$ cat config.mk
export PLATFORM = sky130hd
export DESIGN_NAME = i2r_queue
export DESIGN_NICKNAME = d
export VERILOG_FILES = /design/src/hw/rtl/i2r_pkg.sv /design/src/hw/rtl/i2r_queue.sv
export SDC_FILE = /design/constraint.sdc
export NUM_CORES = 1
export LEC_CHECK = 0
export ABC_CLOCK_PERIOD_IN_PS = 1650
export BUFFER_PORTS_ARGS = -buffer_cell sky130_fd_sc_hd__clkbuf_2
export CAP_MARGIN = 5
export CORE_MARGIN = 3
export CORE_UTILIZATION = 40
export CTS_CLUSTER_DIAMETER = 200
export DETAILED_ROUTE_END_ITERATION = 12
export GPL_ROUTABILITY_DRIVEN = 0
export PLACE_DENSITY = 0.63
export SYNTH_ARGS = -nofsm -noshare
export SYNTH_HDL_FRONTEND = slang
export SYNTH_SLANG_ARGS = --single-unit
$ cat constraint.sdc
create_clock -name clk -period 1.65 [get_ports clk]
set_input_delay 0.165 -clock clk [delete_from_list [all_inputs] [get_ports clk]]
set_output_delay 0.165 -clock clk [all_outputs]
set_load 0.01 [all_outputs]
$ cat src/hw/rtl/i2r_pkg.sv
// ----------------------------------------------------------------------------
// I420 to RGBA converter: shared package
// Defaults, register map, coefficients, queue item control and settle states.
// ----------------------------------------------------------------------------
`timescale 1ns / 1ps

package i2r_pkg;

  // Default frame limits
  localparam int unsigned MAX_WIDTH_DEF  = 640;
  localparam int unsigned MAX_HEIGHT_DEF = 480;

  // Configuration register map
  localparam int unsigned CFG_DATA_W    = 10;
  localparam int unsigned WIDTH_REG_W   = 10;
  localparam int unsigned HEIGHT_REG_W  = 9;
  localparam logic [WIDTH_REG_W-1:0]  WIDTH_RST  = 10'd640;
  localparam logic [HEIGHT_REG_W-1:0] HEIGHT_RST = 9'd480;

  typedef enum logic [0:0] {
    REG_FRAME_WIDTH  = 1'b0,
    REG_FRAME_HEIGHT = 1'b1
  } cfg_reg_t;

  // Fixed result field widths
  localparam int unsigned ROW_OUT_W = 9;
  localparam int unsigned COL_OUT_W = 10;

  // BT.601 full range, 8.8 fixed point
  localparam int unsigned COEF_RV = 359;
  localparam int unsigned COEF_GU = 88;
  localparam int unsigned COEF_GV = 183;
  localparam int unsigned COEF_BU = 454;
  localparam logic [7:0]  ALPHA   = 8'hFF;
  localparam logic [7:0]  PIX_MAX = 8'd255;

  // Decoupling queue between front and back
  localparam int unsigned QUEUE_DEPTH = 4;

  typedef enum logic [1:0] {
    ITEM_Y = 2'd0,
    ITEM_U = 2'd1,
    ITEM_V = 2'd2
  } item_kind_t;

  typedef struct packed {
    item_kind_t kind;
    logic       frame_last;
  } item_ctrl_t;

  // Front settle sequence after reset or a register write
  typedef enum logic [2:0] {
    ST_SIZE  = 3'd0,
    ST_MUL   = 3'd1,
    ST_BOUND = 3'd2,
    ST_DIV   = 3'd3,
    ST_WAIT  = 3'd4,
    ST_BASE  = 3'd5,
    ST_RUN   = 3'd6
  } settle_st_t;

  // Index bits for a store of the given depth, never below one
  function automatic int unsigned idx_bits(input int unsigned depth);
    int unsigned n;
    n = (depth > 1) ? $clog2(depth) : 1;
    return n;
  endfunction

endpackage

$ cat src/hw/rtl/i2r_queue.sv
// ----------------------------------------------------------------------------
// I420 to RGBA converter: decoupling queue
// Small register FIFO between the classifying front and the pixel back end.
// ----------------------------------------------------------------------------
`timescale 1ns / 1ps

module i2r_queue #(
  parameter int unsigned DATA_W = 8,
  parameter int unsigned DEPTH  = i2r_pkg::QUEUE_DEPTH
) (
  input  logic              clk,
  input  logic              rst_n,
  input  logic              push,
  input  logic [DATA_W-1:0] push_data,
  output logic              full,
  input  logic              pop,
  output logic [DATA_W-1:0] pop_data,
  output logic              empty
);

  localparam int unsigned PTR_W = i2r_pkg::idx_bits(DEPTH);
  localparam int unsigned CNT_W = $clog2(DEPTH + 1);

  logic [DATA_W-1:0] slot_r [DEPTH];
  logic [PTR_W-1:0]  wr_ptr_r;
  logic [PTR_W-1:0]  rd_ptr_r;
  logic [CNT_W-1:0]  count_r;

  function automatic logic [PTR_W-1:0] ptr_inc(input logic [PTR_W-1:0] p);
    logic [PTR_W-1:0] n;
    n = (p == PTR_W'(DEPTH - 1)) ? '0 : p + PTR_W'(1);
    return n;
  endfunction

  always_ff @(posedge clk) begin
    if (!rst_n) begin
      wr_ptr_r <= '0;
      rd_ptr_r <= '0;
      count_r  <= '0;
    end else begin
      if (push) wr_ptr_r <= ptr_inc(wr_ptr_r);
      if (pop) rd_ptr_r <= ptr_inc(rd_ptr_r);
      if (push && !pop) count_r <= count_r + CNT_W'(1);
      else if (pop && !push) count_r <= count_r - CNT_W'(1);
    end
  end

  always_ff @(posedge clk) begin
    if (push) slot_r[wr_ptr_r] <= push_data;
  end

  assign pop_data = slot_r[rd_ptr_r];
  assign full     = count_r == CNT_W'(DEPTH);
  assign empty    = count_r == '0;

`ifndef NO_ASSERTIONS
  a_no_overflow: assert property (@(posedge clk) disable iff (!rst_n) push |-> !full)
    else $error("queue written while full");
  a_no_underflow: assert property (@(posedge clk) disable iff (!rst_n) pop |-> !empty)
    else $error("queue read while empty");
  a_push_lands: assert property (@(posedge clk) disable iff (!rst_n)
    push && !pop |=> !empty)
    else $error("pushed word not held");
`endif

endmodule

## After elaboration in Yosys (flattened, before gate mapping)

Memory sizes are Yosys's and may differ from the RTL's. A register that Yosys moved wholly into a read port is not among the register bits.
Index checks and enable logic that the tools add are counted.

| storage, ports and cells | value |
|---|---|
| flip-flop bits (word level) | 7 |
| bits in writable memories | 32 |
| input bits | 12 |
| output and inout port bits | 10 |
| word-level logic and storage cells | 25 |
| memories | 1 |

Memory list:

| name | depth | bits a word | read ports | clocked after Yosys merged registers in | write ports | RTL line | text |
|---|---|---|---|---|---|---|---|
| slot_r | 4 | 8 | 1 | 1 | 1 | i2r_queue.sv:24 | `logic [DATA_W-1:0] slot_r [DEPTH];` |

| cells by class | value |
|---|---|
| add/sub/neg operators | 4 |
| eq/ne operators | 3 |
| muxes and demuxes | 8 |
| reduce and logical (&&, ||, !) cells | 6 |

Operators by type and width:

| operator | number |
|---|---|
| $mux 2 | 4 |
| $mux 3 | 2 |
| $add 2x1->2 const B | 2 |
| $eq 2x2->1 const B | 2 |
| $add 3x1->3 const B | 1 |
| $eq 3x3->1 const B | 1 |
| $logic_not 3->1 | 1 |
| $sub 3x1->3 const B | 1 |
| $logic_and 1x1->1 | 2 |
| $logic_not 1->1 | 2 |
| $mux 1 | 2 |
| $reduce_bool 2->1 | 1 |

## Depth between registers and ports, before layout

| logic depth | value |
|---|---|
| depth in word-level cells | 4 |
| mapped depth | 7 |
| mapped depth without buffers | 7 |

## Least setup slack after synthesis

No wires, ideal clock.

| timing | value |
|---|---|
| path kind | input to register |
| start | in pop |
| end | reg count_r[2] |
| setup time | 70 ps |
| arrival time | 1358 ps |
| required time | 1580 ps |
| path slack | 222 ps |
| stages on the path | 7 |
| path buffers | 0 |
| path through | inv_1 > ha_1 > inv_1 > fa_1 > xor2_1 > or3_1 > a21boi_1 |

| on the way | value |
|---|---|
| word-level cells in the longest chain between the ends | 3 |
| elaborated cells between the ends (all ways) | 5 |
| classes of those cells | 1 x mux; 4 x reduce/logical |

RTL lines:

| element | RTL line | text |
|---|---|---|
| from (decl) | i2r_queue.sv:16 | `input logic pop,` |
| $logic_not 1->1 | i2r_queue.sv:43 | `if (push && !pop) count_r <= count_r + CNT_W'(1);` |
| $logic_and 1x1->1 | i2r_queue.sv:43 |  |
| $mux 3 or $reduce_bool 2->1 (tied branches) | - |  |
| to (signal assigned) | i2r_queue.sv:43 |  |
| to (signal assigned) | i2r_queue.sv:44 | `else if (pop && !push) count_r <= count_r - CNT_W'(1);` |
| to (decl) | i2r_queue.sv:27 | `logic [CNT_W-1:0] count_r;` |

Parallel ways exist; a longest one is shown, timed or not.
A chain may end at the register's enable or synchronous reset.

==> run_results.csv <==
group,metric,value,unit
timing,min_period,1.59,ns
timing,setup_viol,0,
drt,ant_nets,0,
timing,worst_pin_slew,0.459,ns
yosys,syn_inst,86,
final_layout,final_common_cell,"edfxtp_1",
final_layout,multi_input_area,443,um^2
final_layout,drive_gt1_share,33.9,%
flow_run,drv_cap,0,
power_and_ir_drop,cellPowerDensity,1120,nW/um^2
timing,max_freq,0.629,GHz
grt,grt_max_degree,13,
final_layout,area_growth,16.7,%
power_and_ir_drop,peakVddDrop,0.442,mV
yosys,ys_seq_elements,41,
floorplanning,row_count,22,
yosys,yosysSeqAreaShare,70.6,%
floorplanning,dieWidth,69.5,um
placed_design,place_area,1780,um^2
drt,dr_wl_met3,111,um
drt,drt_pre_antenna_iters,4,
drt,top_layer_used,"met4",
drt,drc,0,
drt,totalWireLength,2500,um
final_layout,final_cell_mix,"edfxtp_1, clkbuf_2, mux4_2, dfxtp_1",
clock_network,cts_tree,"built",
final_layout,diodes,0,
power_and_ir_drop,fin_total_pwr,2.10,mW
clock_network,postCtsSetupRepairBufs,0,
setup_path,worstSetupStartpointType,"flip-flop",
final_layout,instances_no_fill,163,
clock_network,cts_made_buffers,5,
worst_hold_path,hp-class,"input pin to flip-flop",
timing,holdWs,0.100,ns
grt,antenna_found_initial,0,
timing,period_share,96.3,%
clock_network,clock_latency,0.28,ns
floorplanning,io-pin-count,22,
final_layout,final-seq-area,1140,um^2
final_layout,nets,133,
clock_network,h-tree-depth,2,
floorplanning,die_h,69.5,um
setup_path,required,1.48,ns
floorplanning,start_util,42.8,%
final_layout,fin_area,1890,um^2
clock_network,clock-root-buffer,"clkbuf_8",
drt,via_per_inst,4.94,
yosys,synth_cell_types,20,
timing,timing_hold_violations_final,0,
placed_design,dpl.cell_count,155,
clock_network,ctsLongestPathBuffers,2,
setup_path,worst_ep_arrival_time,1.42,ns
drt,vias,806,
clock_network,clkSinkCount,41,
grt,grt.total_usage,12.0,%
timing,drv_slew,0,
power_and_ir_drop,power.leakage,0.699,nW
drt,drtIter0Drc,36,
setup_path,setup.worst_path.class,"flip-flop to output port",
setup_path,critPathMaxFanout,8,
placed_design,port_buffers,21,
drt,dr_wl_met2,1340,um
yosys,synth_nets,105,
grt,grt_pass1_wl,4330,um
final_layout,fillers,314,
setup_path,worst_setup_path_end_kind,"output port",
timing,slew_headroom,69.4,%
yosys,synth_area_per_cell,18.8,um^2
outcome,status,"finished, final reports clean",
clock_network,hold_buffers,0,
timing,skew,0.00272,ns
yosys,synth-warning-count,0,
clock_network,clkTransAtPathRegs,0.07,ns
yosys,netlist_area,1620,um^2
floorplanning,core-area,3770,um^2
drt,wl_met1,983,um
drt,wl_per_cell,15.3,um
grt,overflow,0,
grt,grt_pass1_vias,897,
timing,setup_tns,0,ns
floorplanning,dieArea,4840,um^2
[kinds of logic (layout without fill, tap and decap cells)]
group / count (synthesis) / after routing / synth area share (%)
AOI/OAI and AO/OA: 3 / 3 / 1.24
and+or+nand+nor: 15 / 15 / 5.58
adders and majority gates: 7 / 7 / 5.89
DFF: 41 / 41 / 70.6
muxes: 12 / 12 / 13.6
xor gates and xnor gates: 2 / 2 / 1.08
buffers and inverters: 6 / 35 / 1.94
[what timing repair did]
item                       4_1_cts  5_1_grt
setup endpoints to repair        2        7
gates resized for setup          1        4
pin swaps                        0        0
cloned                           0        0
[registers in the layout, summed over array words and instances (netlist names), named ones only]
name / cells
rd_ptr_r: 2
count_r: 3
slot_r: 32
wr_ptr_r: 2
[layer usage]
layer  vias up  track usage, %
met4         0            5.86
met3         6            3.91
met2        18            20.9
li1        381               -
met1       401            13.1
met5         -               0
[per-stage QoR]
| stage | util (%) | worst slack [ns] |
|---|---|---|
| floorplan | - | 0.222 |
| global placement | 47.2 | 0.0620 |
| detailed placement | 47.2 | -0.0311 |
| CTS | 49.7 | 0.0260 |
| global route | 50.0 | -0.00807 |
| finish | 50.0 | 0.0609 |
[final timing paths]
check               startpoint      endpoint  slack (ns)  cells after the start
setup reg to reg    count_r[0]    count_r[2]        0.16                      4
setup / recovery     flip-flop   pop_data[0]        0.06                      3
hold / removal    push_data[1]  slot_r[2][1]        0.10                      1
hold reg to reg     count_r[2]    count_r[2]        0.52                      2
[synth_stat cells (all sizes together)]
cell / count / area share (%)
edfxtp: 32 / 59
dfxtp: 9 / 11
mux4: 8 / 11
ha: 6 / 4.6
and2: 5 / 1.9
nor2b: 5 / 1.9
inv: 4 / 0.93
mux2i: 4 / 2.5
nor3: 2 / 0.62
a21boi: 1 / 0.46
buf: 1 / 0.70
clkbuf: 1 / 0.31
fa: 1 / 1.2
nor2: 1 / 0.23
nor3b: 1 / 0.46
o21a: 1 / 0.46
o21ai: 1 / 0.31
or3: 1 / 0.39
xnor2: 1 / 0.54
xor2: 1 / 0.54
[cell type report]
class,count,area share (%)
Timing Repair Buffer,23,7.10
Multi-Input combinational cell,39,23.5
Clock inverter,2,0.464
Clock buffer,6,4.38
Inverter,4,0.796
Sequential cell,41,60.6
Tap cell,48,3.19
[report_power, final]
part	leakage, nW	internal [mW]	switching, mW
logic	0.281	0.130	0.122
clock network	0.0486	0.331	0.306
registers	0.369	1.17	0.0378
total	0.699	1.64	0.466
[critical path, cell delays in order, from the launching register on]
cell	delay, ns
dfxtp_2	0.33
buf_8	0.14
mux4_2	0.52
buf_6	0.14
No activity file was read; power rests on OpenSTA's default activity.
