==> src/hw/rtl/i2r_pkg.sv <==
// ----------------------------------------------------------------------------
// I420 to RGBA converter: shared package
// Defaults, register map, coefficients, queue item control and settle states.
// ----------------------------------------------------------------------------
`timescale 1ns / 1ps

package i2r_pkg;

  // Default frame limits
  localparam int unsigned MAX_WIDTH_DEF  = 640;
  localparam int unsigned MAX_HEIGHT_DEF = 480;

  // Configuration register map
  localparam int unsigned CFG_DATA_W    = 10;
  localparam int unsigned WIDTH_REG_W   = 10;
  localparam int unsigned HEIGHT_REG_W  = 9;
  localparam logic [WIDTH_REG_W-1:0]  WIDTH_RST  = 10'd640;
  localparam logic [HEIGHT_REG_W-1:0] HEIGHT_RST = 9'd480;

  typedef enum logic [0:0] {
    REG_FRAME_WIDTH  = 1'b0,
    REG_FRAME_HEIGHT = 1'b1
  } cfg_reg_t;

  // Fixed result field widths
  localparam int unsigned ROW_OUT_W = 9;
  localparam int unsigned COL_OUT_W = 10;

  // BT.601 full range, 8.8 fixed point
  localparam int unsigned COEF_RV = 359;
  localparam int unsigned COEF_GU = 88;
  localparam int unsigned COEF_GV = 183;
  localparam int unsigned COEF_BU = 454;
  localparam logic [7:0]  ALPHA   = 8'hFF;
  localparam logic [7:0]  PIX_MAX = 8'd255;

  // Decoupling queue between front and back
  localparam int unsigned QUEUE_DEPTH = 4;

  typedef enum logic [1:0] {
    ITEM_Y = 2'd0,
    ITEM_U = 2'd1,
    ITEM_V = 2'd2
  } item_kind_t;

  typedef struct packed {
    item_kind_t kind;
    logic       frame_last;
  } item_ctrl_t;

  // Front settle sequence after reset or a register write
  typedef enum logic [2:0] {
    ST_SIZE  = 3'd0,
    ST_MUL   = 3'd1,
    ST_BOUND = 3'd2,
    ST_DIV   = 3'd3,
    ST_WAIT  = 3'd4,
    ST_BASE  = 3'd5,
    ST_RUN   = 3'd6
  } settle_st_t;

  // Index bits for a store of the given depth, never below one
  function automatic int unsigned idx_bits(input int unsigned depth);
    int unsigned n;
    n = (depth > 1) ? $clog2(depth) : 1;
    return n;
  endfunction

endpackage

==> src/hw/rtl/i2r_div.sv <==
// ----------------------------------------------------------------------------
// I420 to RGBA converter: restoring divider
// One quotient bit per cycle; used to rebuild the chroma block position.
// ----------------------------------------------------------------------------
`timescale 1ns / 1ps

module i2r_div #(
  parameter int unsigned N_W = 19,
  parameter int unsigned D_W = 10
) (
  input  logic           clk,
  input  logic           rst_n,
  input  logic           start,
  input  logic [N_W-1:0] dividend,
  input  logic [D_W-1:0] divisor,
  output logic           done,
  output logic [N_W-1:0] quot,
  output logic [D_W-1:0] rem
);

  localparam int unsigned CNT_W = $clog2(N_W + 1);

  logic [N_W-1:0]   quot_r;
  logic [D_W-1:0]   rem_r;
  logic [CNT_W-1:0] cnt_r;
  logic             busy_r;
  logic             done_r;
  logic [D_W:0]     trial;
  logic             take;

  assign trial = {rem_r, quot_r[N_W-1]};
  assign take  = trial >= {1'b0, divisor};

  always_ff @(posedge clk) begin
    if (!rst_n) begin
      busy_r <= 1'b0;
      done_r <= 1'b0;
      cnt_r  <= '0;
    end else begin
      if (start) begin
        busy_r <= 1'b1;
        done_r <= 1'b0;
        cnt_r  <= CNT_W'(N_W);
      end else if (busy_r) begin
        cnt_r  <= cnt_r - CNT_W'(1);
        done_r <= cnt_r == CNT_W'(1);
        if (cnt_r == CNT_W'(1)) begin
          busy_r <= 1'b0;
        end
      end else begin
        done_r <= 1'b0;
      end
    end
  end

  always_ff @(posedge clk) begin
    if (start) begin
      quot_r <= dividend;
      rem_r  <= '0;
    end else if (busy_r) begin
      quot_r <= {quot_r[N_W-2:0], take};
      rem_r  <= take ? D_W'(trial - {1'b0, divisor}) : trial[D_W-1:0];
    end
  end

  assign done = done_r;
  assign quot = quot_r;
  assign rem  = rem_r;

endmodule

==> src/hw/rtl/i2r_front.sv <==
// ----------------------------------------------------------------------------
// I420 to RGBA converter: front end
// Holds the size registers, tracks the byte position and classifies each
// word as a Y write, a U write or a V quad for the back end.
// ----------------------------------------------------------------------------
`timescale 1ns / 1ps

module i2r_front #(
  parameter int unsigned MAX_WIDTH  = i2r_pkg::MAX_WIDTH_DEF,
  parameter int unsigned MAX_HEIGHT = i2r_pkg::MAX_HEIGHT_DEF,
  localparam int unsigned W_W  = $clog2(MAX_WIDTH + 1),
  localparam int unsigned LA_W = i2r_pkg::idx_bits(MAX_WIDTH * MAX_HEIGHT),
  localparam int unsigned CA_W = i2r_pkg::idx_bits((MAX_WIDTH / 2) * (MAX_HEIGHT / 2)),
  localparam int unsigned BR_W = i2r_pkg::idx_bits(MAX_HEIGHT / 2),
  localparam int unsigned BC_W = i2r_pkg::idx_bits(MAX_WIDTH / 2)
) (
  input  logic                  clk,
  input  logic                  rst_n,
  input  logic                  in_valid,
  output logic                  in_stall,
  input  logic [7:0]            in_data_byte,
  input  logic                  in_frame_start,
  input  logic                  cfg_we,
  input  logic [0:0]            cfg_index,
  input  logic [i2r_pkg::CFG_DATA_W-1:0] cfg_wdata,
  output logic                  push,
  output i2r_pkg::item_ctrl_t   push_ctrl,
  output logic [7:0]            push_data,
  output logic [LA_W-1:0]       push_luma,
  output logic [CA_W-1:0]       push_chroma,
  output logic [BR_W-1:0]       push_brow,
  output logic [BC_W-1:0]       push_bcol,
  input  logic                  q_full,
  output logic [W_W-1:0]        frame_w
);

  localparam int unsigned H_W   = $clog2(MAX_HEIGHT + 1);
  localparam int unsigned EW    = (W_W > i2r_pkg::WIDTH_REG_W) ? W_W : i2r_pkg::WIDTH_REG_W;
  localparam int unsigned EH    = (H_W > i2r_pkg::HEIGHT_REG_W) ? H_W : i2r_pkg::HEIGHT_REG_W;
  localparam int unsigned LN_W  = $clog2(MAX_WIDTH * MAX_HEIGHT + 1);
  localparam int unsigned POS_W = $clog2(MAX_WIDTH * MAX_HEIGHT * 3 / 2 + 1);
  localparam int unsigned D_W   = $clog2(MAX_WIDTH / 2 + 1);

  i2r_pkg::settle_st_t st_r, st_nxt;

  logic [i2r_pkg::WIDTH_REG_W-1:0]  width_r;
  logic [i2r_pkg::HEIGHT_REG_W-1:0] height_r;
  logic [W_W-1:0]   w_eff_r;
  logic [H_W-1:0]   h_eff_r;
  logic [LN_W-1:0]  luma_n_r;
  logic [POS_W-1:0] uv_bound_r;
  logic [POS_W-1:0] total_r;
  logic [POS_W-1:0] pos_r;
  logic             active_r;
  logic [BR_W-1:0]  brow_r;
  logic [BC_W-1:0]  bcol_r;
  logic [LA_W-1:0]  tl_r;

  logic [EW-1:0]    w_ext, w_even, w_lim;
  logic [EH-1:0]    h_ext, h_even, h_lim;
  logic             div_start, div_done;
  logic [POS_W-1:0] div_num, div_quot;
  logic [D_W-1:0]   div_rem;

  logic             acc, act, hit, last, is_y, is_u, bcol_wrap;
  logic [POS_W-1:0] pos, pos_inc, u_off, v_off;

  // Sizes in use: even, clamped to 2..MAX
  always_comb begin
    w_ext  = EW'(width_r);
    w_even = w_ext & ~EW'(1);
    if (w_even < EW'(2)) w_lim = EW'(2);
    else if (w_even > EW'(MAX_WIDTH)) w_lim = EW'(MAX_WIDTH) & ~EW'(1);
    else w_lim = w_even;
    h_ext  = EH'(height_r);
    h_even = h_ext & ~EH'(1);
    if (h_even < EH'(2)) h_lim = EH'(2);
    else if (h_even > EH'(MAX_HEIGHT)) h_lim = EH'(MAX_HEIGHT) & ~EH'(1);
    else h_lim = h_even;
  end

  // Settle sequence
  always_comb begin
    st_nxt    = st_r;
    div_start = 1'b0;
    unique case (st_r)
      i2r_pkg::ST_SIZE:  st_nxt = i2r_pkg::ST_MUL;
      i2r_pkg::ST_MUL:   st_nxt = i2r_pkg::ST_BOUND;
      i2r_pkg::ST_BOUND: st_nxt = i2r_pkg::ST_DIV;
      i2r_pkg::ST_DIV: begin
        div_start = 1'b1;
        st_nxt    = i2r_pkg::ST_WAIT;
      end
      i2r_pkg::ST_WAIT:  if (div_done) st_nxt = i2r_pkg::ST_BASE;
      i2r_pkg::ST_BASE:  st_nxt = i2r_pkg::ST_RUN;
      i2r_pkg::ST_RUN:   st_nxt = i2r_pkg::ST_RUN;
      default:           st_nxt = i2r_pkg::ST_SIZE;
    endcase
    if (cfg_we) st_nxt = i2r_pkg::ST_SIZE;
  end

  always_ff @(posedge clk) begin
    if (!rst_n) st_r <= i2r_pkg::ST_SIZE;
    else st_r <= st_nxt;
  end

  // Block position is rebuilt from the byte position on a size change
  assign div_num = (pos_r >= uv_bound_r && pos_r < total_r) ? pos_r - uv_bound_r : '0;

  i2r_div #(
    .N_W(POS_W),
    .D_W(D_W)
  ) u_div (
    .clk      (clk),
    .rst_n    (rst_n),
    .start    (div_start),
    .dividend (div_num),
    .divisor  (D_W'(w_eff_r >> 1)),
    .done     (div_done),
    .quot     (div_quot),
    .rem      (div_rem)
  );

  // Classification of the current word
  always_comb begin
    acc       = in_valid && !in_stall;
    act       = in_frame_start || active_r;
    pos       = in_frame_start ? '0 : pos_r;
    pos_inc   = pos + POS_W'(1);
    hit       = act && (pos < total_r);
    last      = hit && (pos_inc == total_r);
    is_y      = pos < POS_W'(luma_n_r);
    is_u      = pos < uv_bound_r;
    u_off     = pos - POS_W'(luma_n_r);
    v_off     = pos - uv_bound_r;
    bcol_wrap = ({1'b0, bcol_r} + (BC_W + 1)'(1)) == (BC_W + 1)'(w_eff_r >> 1);
  end

  assign in_stall = (st_r != i2r_pkg::ST_RUN) || q_full;
  assign push     = acc && hit;

  always_comb begin
    push_ctrl.frame_last = last;
    if (is_y) push_ctrl.kind = i2r_pkg::ITEM_Y;
    else if (is_u) push_ctrl.kind = i2r_pkg::ITEM_U;
    else push_ctrl.kind = i2r_pkg::ITEM_V;
  end

  assign push_data   = in_data_byte;
  assign push_luma   = is_y ? LA_W'(pos) : tl_r;
  assign push_chroma = is_u ? CA_W'(u_off) : CA_W'(v_off);
  assign push_brow   = brow_r;
  assign push_bcol   = bcol_r;
  assign frame_w     = w_eff_r;

  always_ff @(posedge clk) begin
    if (!rst_n) begin
      width_r  <= i2r_pkg::WIDTH_RST;
      height_r <= i2r_pkg::HEIGHT_RST;
      active_r <= 1'b0;
      pos_r    <= '0;
      brow_r   <= '0;
      bcol_r   <= '0;
      tl_r     <= '0;
    end else begin
      if (cfg_we) begin
        case (cfg_index)
          i2r_pkg::REG_FRAME_WIDTH:  width_r  <= cfg_wdata[i2r_pkg::WIDTH_REG_W-1:0];
          i2r_pkg::REG_FRAME_HEIGHT: height_r <= cfg_wdata[i2r_pkg::HEIGHT_REG_W-1:0];
          default: ;
        endcase
      end
      if (st_r == i2r_pkg::ST_WAIT && div_done) begin
        brow_r <= BR_W'(div_quot);
        bcol_r <= BC_W'(div_rem);
      end
      if (st_r == i2r_pkg::ST_BASE) begin
        tl_r <= LA_W'(brow_r * {w_eff_r, 1'b0}) + LA_W'({bcol_r, 1'b0});
      end
      if (acc && act) begin
        if (!hit || last) begin
          active_r <= 1'b0;
          pos_r    <= '0;
        end else begin
          active_r <= 1'b1;
          pos_r    <= pos_inc;
        end
        if (!hit || last || in_frame_start) begin
          brow_r <= '0;
          bcol_r <= '0;
          tl_r   <= '0;
        end else if (!is_u) begin
          if (bcol_wrap) begin
            bcol_r <= '0;
            brow_r <= brow_r + BR_W'(1);
            tl_r   <= tl_r + LA_W'(w_eff_r) + LA_W'(2);
          end else begin
            bcol_r <= bcol_r + BC_W'(1);
            tl_r   <= tl_r + LA_W'(2);
          end
        end
      end
    end
  end

  // Derived sizes, rebuilt during the settle sequence
  always_ff @(posedge clk) begin
    if (st_r == i2r_pkg::ST_SIZE) begin
      w_eff_r <= W_W'(w_lim);
      h_eff_r <= H_W'(h_lim);
    end
    if (st_r == i2r_pkg::ST_MUL) luma_n_r <= LN_W'(w_eff_r * h_eff_r);
    if (st_r == i2r_pkg::ST_BOUND) begin
      uv_bound_r <= POS_W'(luma_n_r) + POS_W'(luma_n_r >> 2);
      total_r    <= POS_W'(luma_n_r) + POS_W'(luma_n_r >> 1);
    end
  end

endmodule

==> config.mk <==
export PLATFORM = sky130hd
export DESIGN_NAME = i2r_front
export DESIGN_NICKNAME = d
export VERILOG_FILES = /design/src/hw/rtl/i2r_pkg.sv /design/src/hw/rtl/i2r_div.sv /design/src/hw/rtl/i2r_front.sv
export SDC_FILE = /design/constraint.sdc
export NUM_CORES = 1
export LEC_CHECK = 0
export BUFFER_PORTS_ARGS = -buffer_cell sky130_fd_sc_hd__buf_4
export CAP_MARGIN = 5
export CORE_UTILIZATION = 48
export CTS_BUF_LIST = sky130_fd_sc_hd__clkbuf_8
export DETAILED_ROUTE_END_ITERATION = 8
export PLACE_DENSITY_LB_ADDON = 0.25
export SLEW_MARGIN = 25
export SYNTH_ARGS = -nofsm -noshare
export SYNTH_HDL_FRONTEND = slang
export SYNTH_SLANG_ARGS = --single-unit
==> constraint.sdc <==
create_clock -name clk -period 9 [get_ports clk]
set_input_delay 1.35 -clock clk [delete_from_list [all_inputs] [get_ports clk]]
set_output_delay 1.35 -clock clk [all_outputs]
set_load 0.005 [all_outputs]
After elaboration in Yosys (flattened, before gate mapping)
Index checks and enable logic that the tools add are counted.
{"block": "classes", "n_mux": 36, "n_mul": 2, "n_eq_ne": 11, "n_bitwise": 3, "add_sub_neg": 15, "reduce_logical": 23, "n_lt_le_gt_ge": 10}
{"op": "$mux W19", "count": 11}
{"op": "$lt A19 B19 Y1", "count": 4}
{"op": "$mux W9", "count": 7}
{"op": "$mux W8", "count": 5}
{"op": "$add A19 B10 Y19", "count": 2}
{"op": "$add A19 B2 Y19 const B", "count": 2}
{"op": "$sub A17 B17 Y17", "count": 2}
{"op": "$add A19 B1 Y19 const B", "count": 1}
{"op": "$add A19 B17 Y19", "count": 1}
{"op": "$add A19 B18 Y19", "count": 1}
{"op": "$eq A19 B19 Y1", "count": 1}
{"op": "$ge A19 B19 Y1", "count": 1}
{"op": "$mul A10 B9 Y19", "count": 1}
{"op": "$sub A19 B19 Y19", "count": 1}
{"op": "$mul A8 B10 Y18", "count": 1}
{"op": "$pmux W3 S6", "count": 1}
{"op": "$mux W17", "count": 1}
{"op": "$add A9 B1 Y10 const B", "count": 1}
{"op": "$eq A10 B9 Y1", "count": 1}
{"op": "$ge A10 B9 Y1", "count": 1}
{"op": "$gt A10 B10 Y1 const B", "count": 1}
{"op": "$lt A10 B2 Y1 const B", "count": 1}
{"op": "$mux W10", "count": 1}
{"op": "$mux W5", "count": 2}
{"op": "other kinds (24)", "count": 49}
{"block": "totals", "inputBits": 25, "output_inout_bits": 76, "ff_bits": 189}

Logic depth before layout (Yosys ltp)
{"block": "depth", "ltp_word": 8, "depth_mapped": 26, "mapped_depth_nobuf": 22}

Modules after synthesis
From an unflattened synthesis, not the netlist that was laid out.
{"block": "hier_totals", "cells_unflattened": 2322, "area_unflattened_um2": 19841.5}
{"module": "i2r_front", "area_per_inst_um2": 17879.6, "n_inst": 1, "cells_per_inst": 2139}
{"module": "i2r_div", "area_per_inst_um2": 1961.9, "n_inst": 1, "cells_per_inst": 183}

Least setup slack after synthesis
No wires, ideal clock.
{"block": "synth_path", "kind": "input to output", "from": "input in_frame_start", "to": "output push_chroma[15]", "slack_ns": 1.836, "t_arrival_ns": 5.814, "required_ns": 7.650, "path_stages": 23, "path_cell_list": "clkbuf_1 buf_2 nor2b_1 ha_1 a21o_1 a21o_1 a211oi_1 o211ai_1 a41o_1 buf_2 buf_1 clkbuf_1 nor2_1 a21oi_1 ha_1 or2_2 a21oi_1 a21oi_1 a211oi_1 a211oi_1 a211o_1 a21oi_1 xnor2_1"}
{"block": "synth_between", "elab_chain_len": 3}
{"element": "start, declared", "line_no": "i2r_front.sv:22", "rtl": "input logic in_frame_start,"}
{"element": "$mux W19 *", "line_no": "i2r_front.sv:128", "rtl": "pos = in_frame_start ? '0 : pos_r;"}
{"element": "$sub A17 B17 Y17, or another cell as far along", "line_no": "i2r_front.sv:135", "rtl": "v_off = pos - uv_bound_r;"}
{"element": "$mux W17 *", "line_no": "i2r_front.sv:151", "rtl": "assign push_chroma = is_u ? CA_W'(u_off) : CA_W'(v_off);"}
{"element": "end, declared", "line_no": "i2r_front.sv:30", "rtl": "output logic [CA_W-1:0] push_chroma,"}
Mark *: on every way between the ends. The rest lies on a longest branch, timed or not.

Worst setup path in the final report
Ends and elaborated chain as after synthesis.

==> metrics list <==
- Cell at the slowest stage of the critical path: sky130_fd_sc_hd__a41o_2
- The flow ran to the end, and the final reports show no timing, DRC or antenna violations.
- Prevailing post-synth register cell: sky130_fd_sc_hd__dfxtp_1
* H-tree levels: 4
- The worst setup path is launched from an input pin.
* Net switching power: between 1 and 1.5 mW
* Sequential area share after synthesis: approximately 22%
* Final-report hold violation count: 0
- Global Route met2 Usage: 44.1%
- Clock sinks: around 180
- After filler insertion, the fill cell instance count of the layout stands at 3892.
* Top library cells by usage in the layout, fill and taps aside: sky130_fd_sc_hd__inv_1, sky130_fd_sc_hd__ha_1, sky130_fd_sc_hd__nand2_1
* Standard-cell row count: 74
- For met1 alone, demand over resource in global routing was between 30% and 40%.
- IR Drop Worst-Case VDD: around 0.00011 V
* Bufs on Longest Clock Path: 2
* Slew headroom: 24.9%
- Of the total power, combinational logic draws 41.6%.
- Worst Hold Slack: 459 ps
- Die span in y: 207 um
- Cell breakdown of the critical path: buf_4, inv_1, nand2_1, inv_1, ha_1, o21ai_0, a31oi_1, o221ai_1, o211ai_1, a41o_2, nand2_1, ha_1, nor2b_1, o21a_1, o21ai_0, a21oi_1, a211oi_1, a211oi_1, a211o_1, a21oi_1, xnor2_1, buf_4
* Number of nets in the synthesized netlist: between 2000 and 3000
- Static leakage power: between 10 and 15 nW
* Post-detailed-placement cell area: around 21000 um2
- Broken down by cell family, the worst path's largest delay share belongs to compound AO/OA/AOI/OAI gates.
- The worst hold path belongs to the class reg -> reg.
- Before CTS, the worst setup slack after placement is roughly 1400 ps.
- 1st-iter DRT viols: about 1300
* Gate count after technology mapping: ~2400
* TritonCTS buffer count: 17
- Die area: approximately 43000 um2
- The internal power of the cells totals about 1.9 mW.
- The worst setup path is captured at a primary output.
- The worst path uses 85.4% of the clock period.
- The first detailed-routing pass ran for 6 iterations.
* Hold buffers post-CTS: 0
* Register clock-pin slew on the reported worst setup and hold paths: around 90 ps
* Number of setup violations in the final report: 0
- The HPWL after detailed placement is roughly 46000 um.
- Pin count of the biggest net entering global routing: 48
- The total overflow left after global routing is 0.
- Nets: about 2800
- Antenna Cells: 0
* I/O Buffers: between 80 and 90
* Worst-case clock skew: 32.2 ps
- Once layout is done, the placed cells without fillers occupy about 22000 um2.
* Count of pins on the block boundary: 101
- For this run, the total global-route usage over all layers was measured as about 28%.
* Count of distinct cell types in the synthesized netlist: 90
- Counting flops and latches in the post-synthesis netlist gives between 150 and 200.
- The synthesized netlist occupies a cell area of 20200 um2.
- Clock latency on the worst-skew pair: around 550 ps
- In the final routed layout, each cell accounts on average for ~20 um.
- Together, buffers and inverters on the worst path number 4.
* Fraction of layout cells with a size suffix above 1: 8.47%
- Along the worst path, the maximum fanout reaches 35.
- Global-route layer with the greatest usage: met2
- In this design, the stage delay of the slowest critical-path cell is between 600 and 700 ps.
- Ys async rst share: 0%
- At the pin with the least slew margin, the transition time is between 1000 and 1500 ps.
- Total Wirelength: about 60000 um
* Starting utilization of the core area: approximately 50%
* Average cell area after synthesis: 8.46 um2
- During synthesis, Yosys emitted a total of 0 warnings.
* Required time worst endpoint: between 7000 and 8000 ps
* Aggregate negative setup slack: 0 ps
- Max-cap violations in this run came to 0.
- Including well taps, the total number of placed cells is between 2000 and 3000.
* Total power: between 2 and 3 mW
- Vias per inst: 5.90
- CTS tree: built
- Clock tree synthesis selected as its root buffer the cell sky130_fd_sc_hd__clkbuf_8.
* Synth-to-Final Area Change: 7.66%
- Clock period minus worst slack: 7690 ps
- Net switching is 37.5% of the power.
- In the global route stage, met3 resource usage came out at approximately 4.9%.
* Post-layout worst setup margin: roughly 1300 ps
- Post-route ant nets: 0
- In this run the horizontal extent of the chip is between 200 and 250 um.
- Data arrival time of the critical path: ~6300 ps
* Sequential fraction of design power: between 30% and 40%
- Power spread over the standard cell area amounts to around 140 nW/um2.
- For this run, the number of standard cells in the final layout without fillers is roughly 3000.
* Setup repair after global routing missed its margin: false
- CP Class: in -> out
* Placeable core region: between 40000 and 50000 um2
* Core Util, Final: 52.8%
- First-pass GRT wire length: a little over 90000 um
* Vias: around 17000
* Remaining DRCs: 0
* Placer congestion estimate: 1.01
- In this run, the clock network consumes between 20% and 30% of the power.
- Post-CTS Setup Bufs: 0
- The via count of the first global-routing pass is 16996.
- Timing would allow up to between 0.1 and 0.15 GHz.
- The synthesized design contains 89 enable-type register cells.
* Most common cell after layout, fill and taps aside: sky130_fd_sc_hd__inv_1
* Fin. max-slew vios: 0
- The initial antenna violation count was 0.
* Cells resized by post-CTS repair: 0
[synthesized netlist by cell type, types with 7 or more instances]
cell type / number / area share [%]
sky130_fd_sc_hd__edfxtp_1: 89 / 13
sky130_fd_sc_hd__o31ai_1: 14 / 0.52
sky130_fd_sc_hd__a21oi_1: 147 / 3.6
sky130_fd_sc_hd__o32ai_1: 8 / 0.35
sky130_fd_sc_hd__inv_1: 256 / 4.8
sky130_fd_sc_hd__nand3_1: 65 / 1.6
sky130_fd_sc_hd__xor2_1: 50 / 2.2
sky130_fd_sc_hd__xnor2_1: 117 / 5.1
sky130_fd_sc_hd__and4_1: 7 / 0.30
sky130_fd_sc_hd__a31oi_1: 15 / 0.46
sky130_fd_sc_hd__and2_1: 116 / 3.6
sky130_fd_sc_hd__fa_1: 92 / 9.1
sky130_fd_sc_hd__nand4_1: 23 / 0.71
sky130_fd_sc_hd__a211oi_1: 14 / 0.52
sky130_fd_sc_hd__nor2_1: 163 / 3.0
sky130_fd_sc_hd__o21a_1: 21 / 0.78
sky130_fd_sc_hd__nand2b_1: 12 / 0.37
sky130_fd_sc_hd__clkbuf_1: 73 / 1.4
sky130_fd_sc_hd__o21ai_0: 89 / 2.2
sky130_fd_sc_hd__nor3_1: 52 / 1.3
sky130_fd_sc_hd__mux2i_1: 23 / 1.1
sky130_fd_sc_hd__o2111ai_1: 9 / 0.39
sky130_fd_sc_hd__mux2_2: 23 / 1.3
sky130_fd_sc_hd__or2_2: 10 / 0.31
sky130_fd_sc_hd__a22oi_1: 14 / 0.52
sky130_fd_sc_hd__buf_4: 10 / 0.37
sky130_fd_sc_hd__nor4_1: 12 / 0.37
sky130_fd_sc_hd__ha_1: 255 / 16
sky130_fd_sc_hd__o221ai_1: 8 / 0.35
sky130_fd_sc_hd__dfxtp_1: 92 / 9.1
sky130_fd_sc_hd__nor2b_1: 41 / 1.3
sky130_fd_sc_hd__o21bai_1: 10 / 0.37
sky130_fd_sc_hd__and3_1: 18 / 0.56
sky130_fd_sc_hd__buf_2: 10 / 0.25
sky130_fd_sc_hd__a21o_1: 34 / 1.3
sky130_fd_sc_hd__o211ai_1: 19 / 0.71
sky130_fd_sc_hd__nand2_1: 224 / 4.2
sky130_fd_sc_hd__a22o_1: 19 / 0.82
sky130_fd_sc_hd__o22ai_1: 14 / 0.43
sky130_fd_sc_hd__or3_1: 7 / 0.22
[power by group through the flow]
stage	clock network, mW	logic, mW	registers, mW
after floorplan	0	0.981	1.04
after global placement	0	1.20	1.10
after detailed placement	0	1.23	1.11
after CTS	0.664	1.24	1.09
after global routing	0.694	1.40	1.09
final	0.658	1.24	1.09
[worst reg2reg max path, cell delays in order, from the launching register on]
cell and delay, ps:
sky130_fd_sc_hd__edfxtp_1 1110, sky130_fd_sc_hd__and2_1 270, sky130_fd_sc_hd__fa_1 430, sky130_fd_sc_hd__fa_1 480, sky130_fd_sc_hd__fa_1 540, sky130_fd_sc_hd__inv_1 60, sky130_fd_sc_hd__fa_1 530, sky130_fd_sc_hd__inv_1 40
sky130_fd_sc_hd__ha_1 380, sky130_fd_sc_hd__nand3_1 150, sky130_fd_sc_hd__o2111ai_1 270, sky130_fd_sc_hd__xor2_1 290, sky130_fd_sc_hd__a211oi_1 150, sky130_fd_sc_hd__a2111oi_1 650, sky130_fd_sc_hd__nand3_1 180, sky130_fd_sc_hd__xnor2_1 260
sky130_fd_sc_hd__a21oi_1 100, sky130_fd_sc_hd__a32o_1 230
[worst paths after layout]
kind | from | end | slack [ps] | cells after the start
max | in_frame_start | push_chroma[15] | 1310 | 22
min | w_ext[5]$_SDFFE_PN0P_ | w_ext[5]$_SDFFE_PN0P_ | 460 | 2
max reg2reg | frame_w[7]$_SDFFCE_PP0P_ | tl_r[15]$_SDFF_PN0_ | 2780 | 17
min reg2reg | w_ext[5]$_SDFFE_PN0P_ | w_ext[5]$_SDFFE_PN0P_ | 460 | 2
[flip-flops by register name, indices dropped and copies added (netlist names), 8 cells and up]
name        cells
pos_r          19
h_ext           8
push_brow       8
frame_w         9
total_r        17
push_bcol       9
tl_r           19
u_div.quot     19
h_eff_r         8
w_ext           9
uv_bound_r     19
luma_n_r       17
u_div.rem       9
[final cells by class]
class,count,area [um2],share of cell area (%)
inverter,256,961,4.42
multi-input combinational,1850,14300,65.8
clock inverter,14,194,0.891
tap,532,666,3.06
clock buffer,18,248,1.14
sequential,181,4510,20.7
timing repair buffer,113,868,3.99
[per-layer routing]
| metal | share of wire [%] | vias up |
|---|---|---|
| met5 | 0 | - |
| met4 | 3.0 | 0 |
| met3 | 6.6 | 87 |
| met2 | 45 | 552 |
| met1 | 46 | 8478 |
| li1 | - | 8367 |
[kinds of logic after synthesis]
group	count (synthesis)	share of synthesized area (%)
AO/OA/AOI/OAI	497	16.3
XOR/XNOR	169	7.43
adder cells (fa/ha/maj)	347	24.9
buffers and inverters	357	6.99
flip-flops	181	22.3
multiplexers	46	2.42
other	1	0.0186
AND/OR/NAND/NOR	790	19.6
No activity file was read; power rests on OpenSTA's default activity.
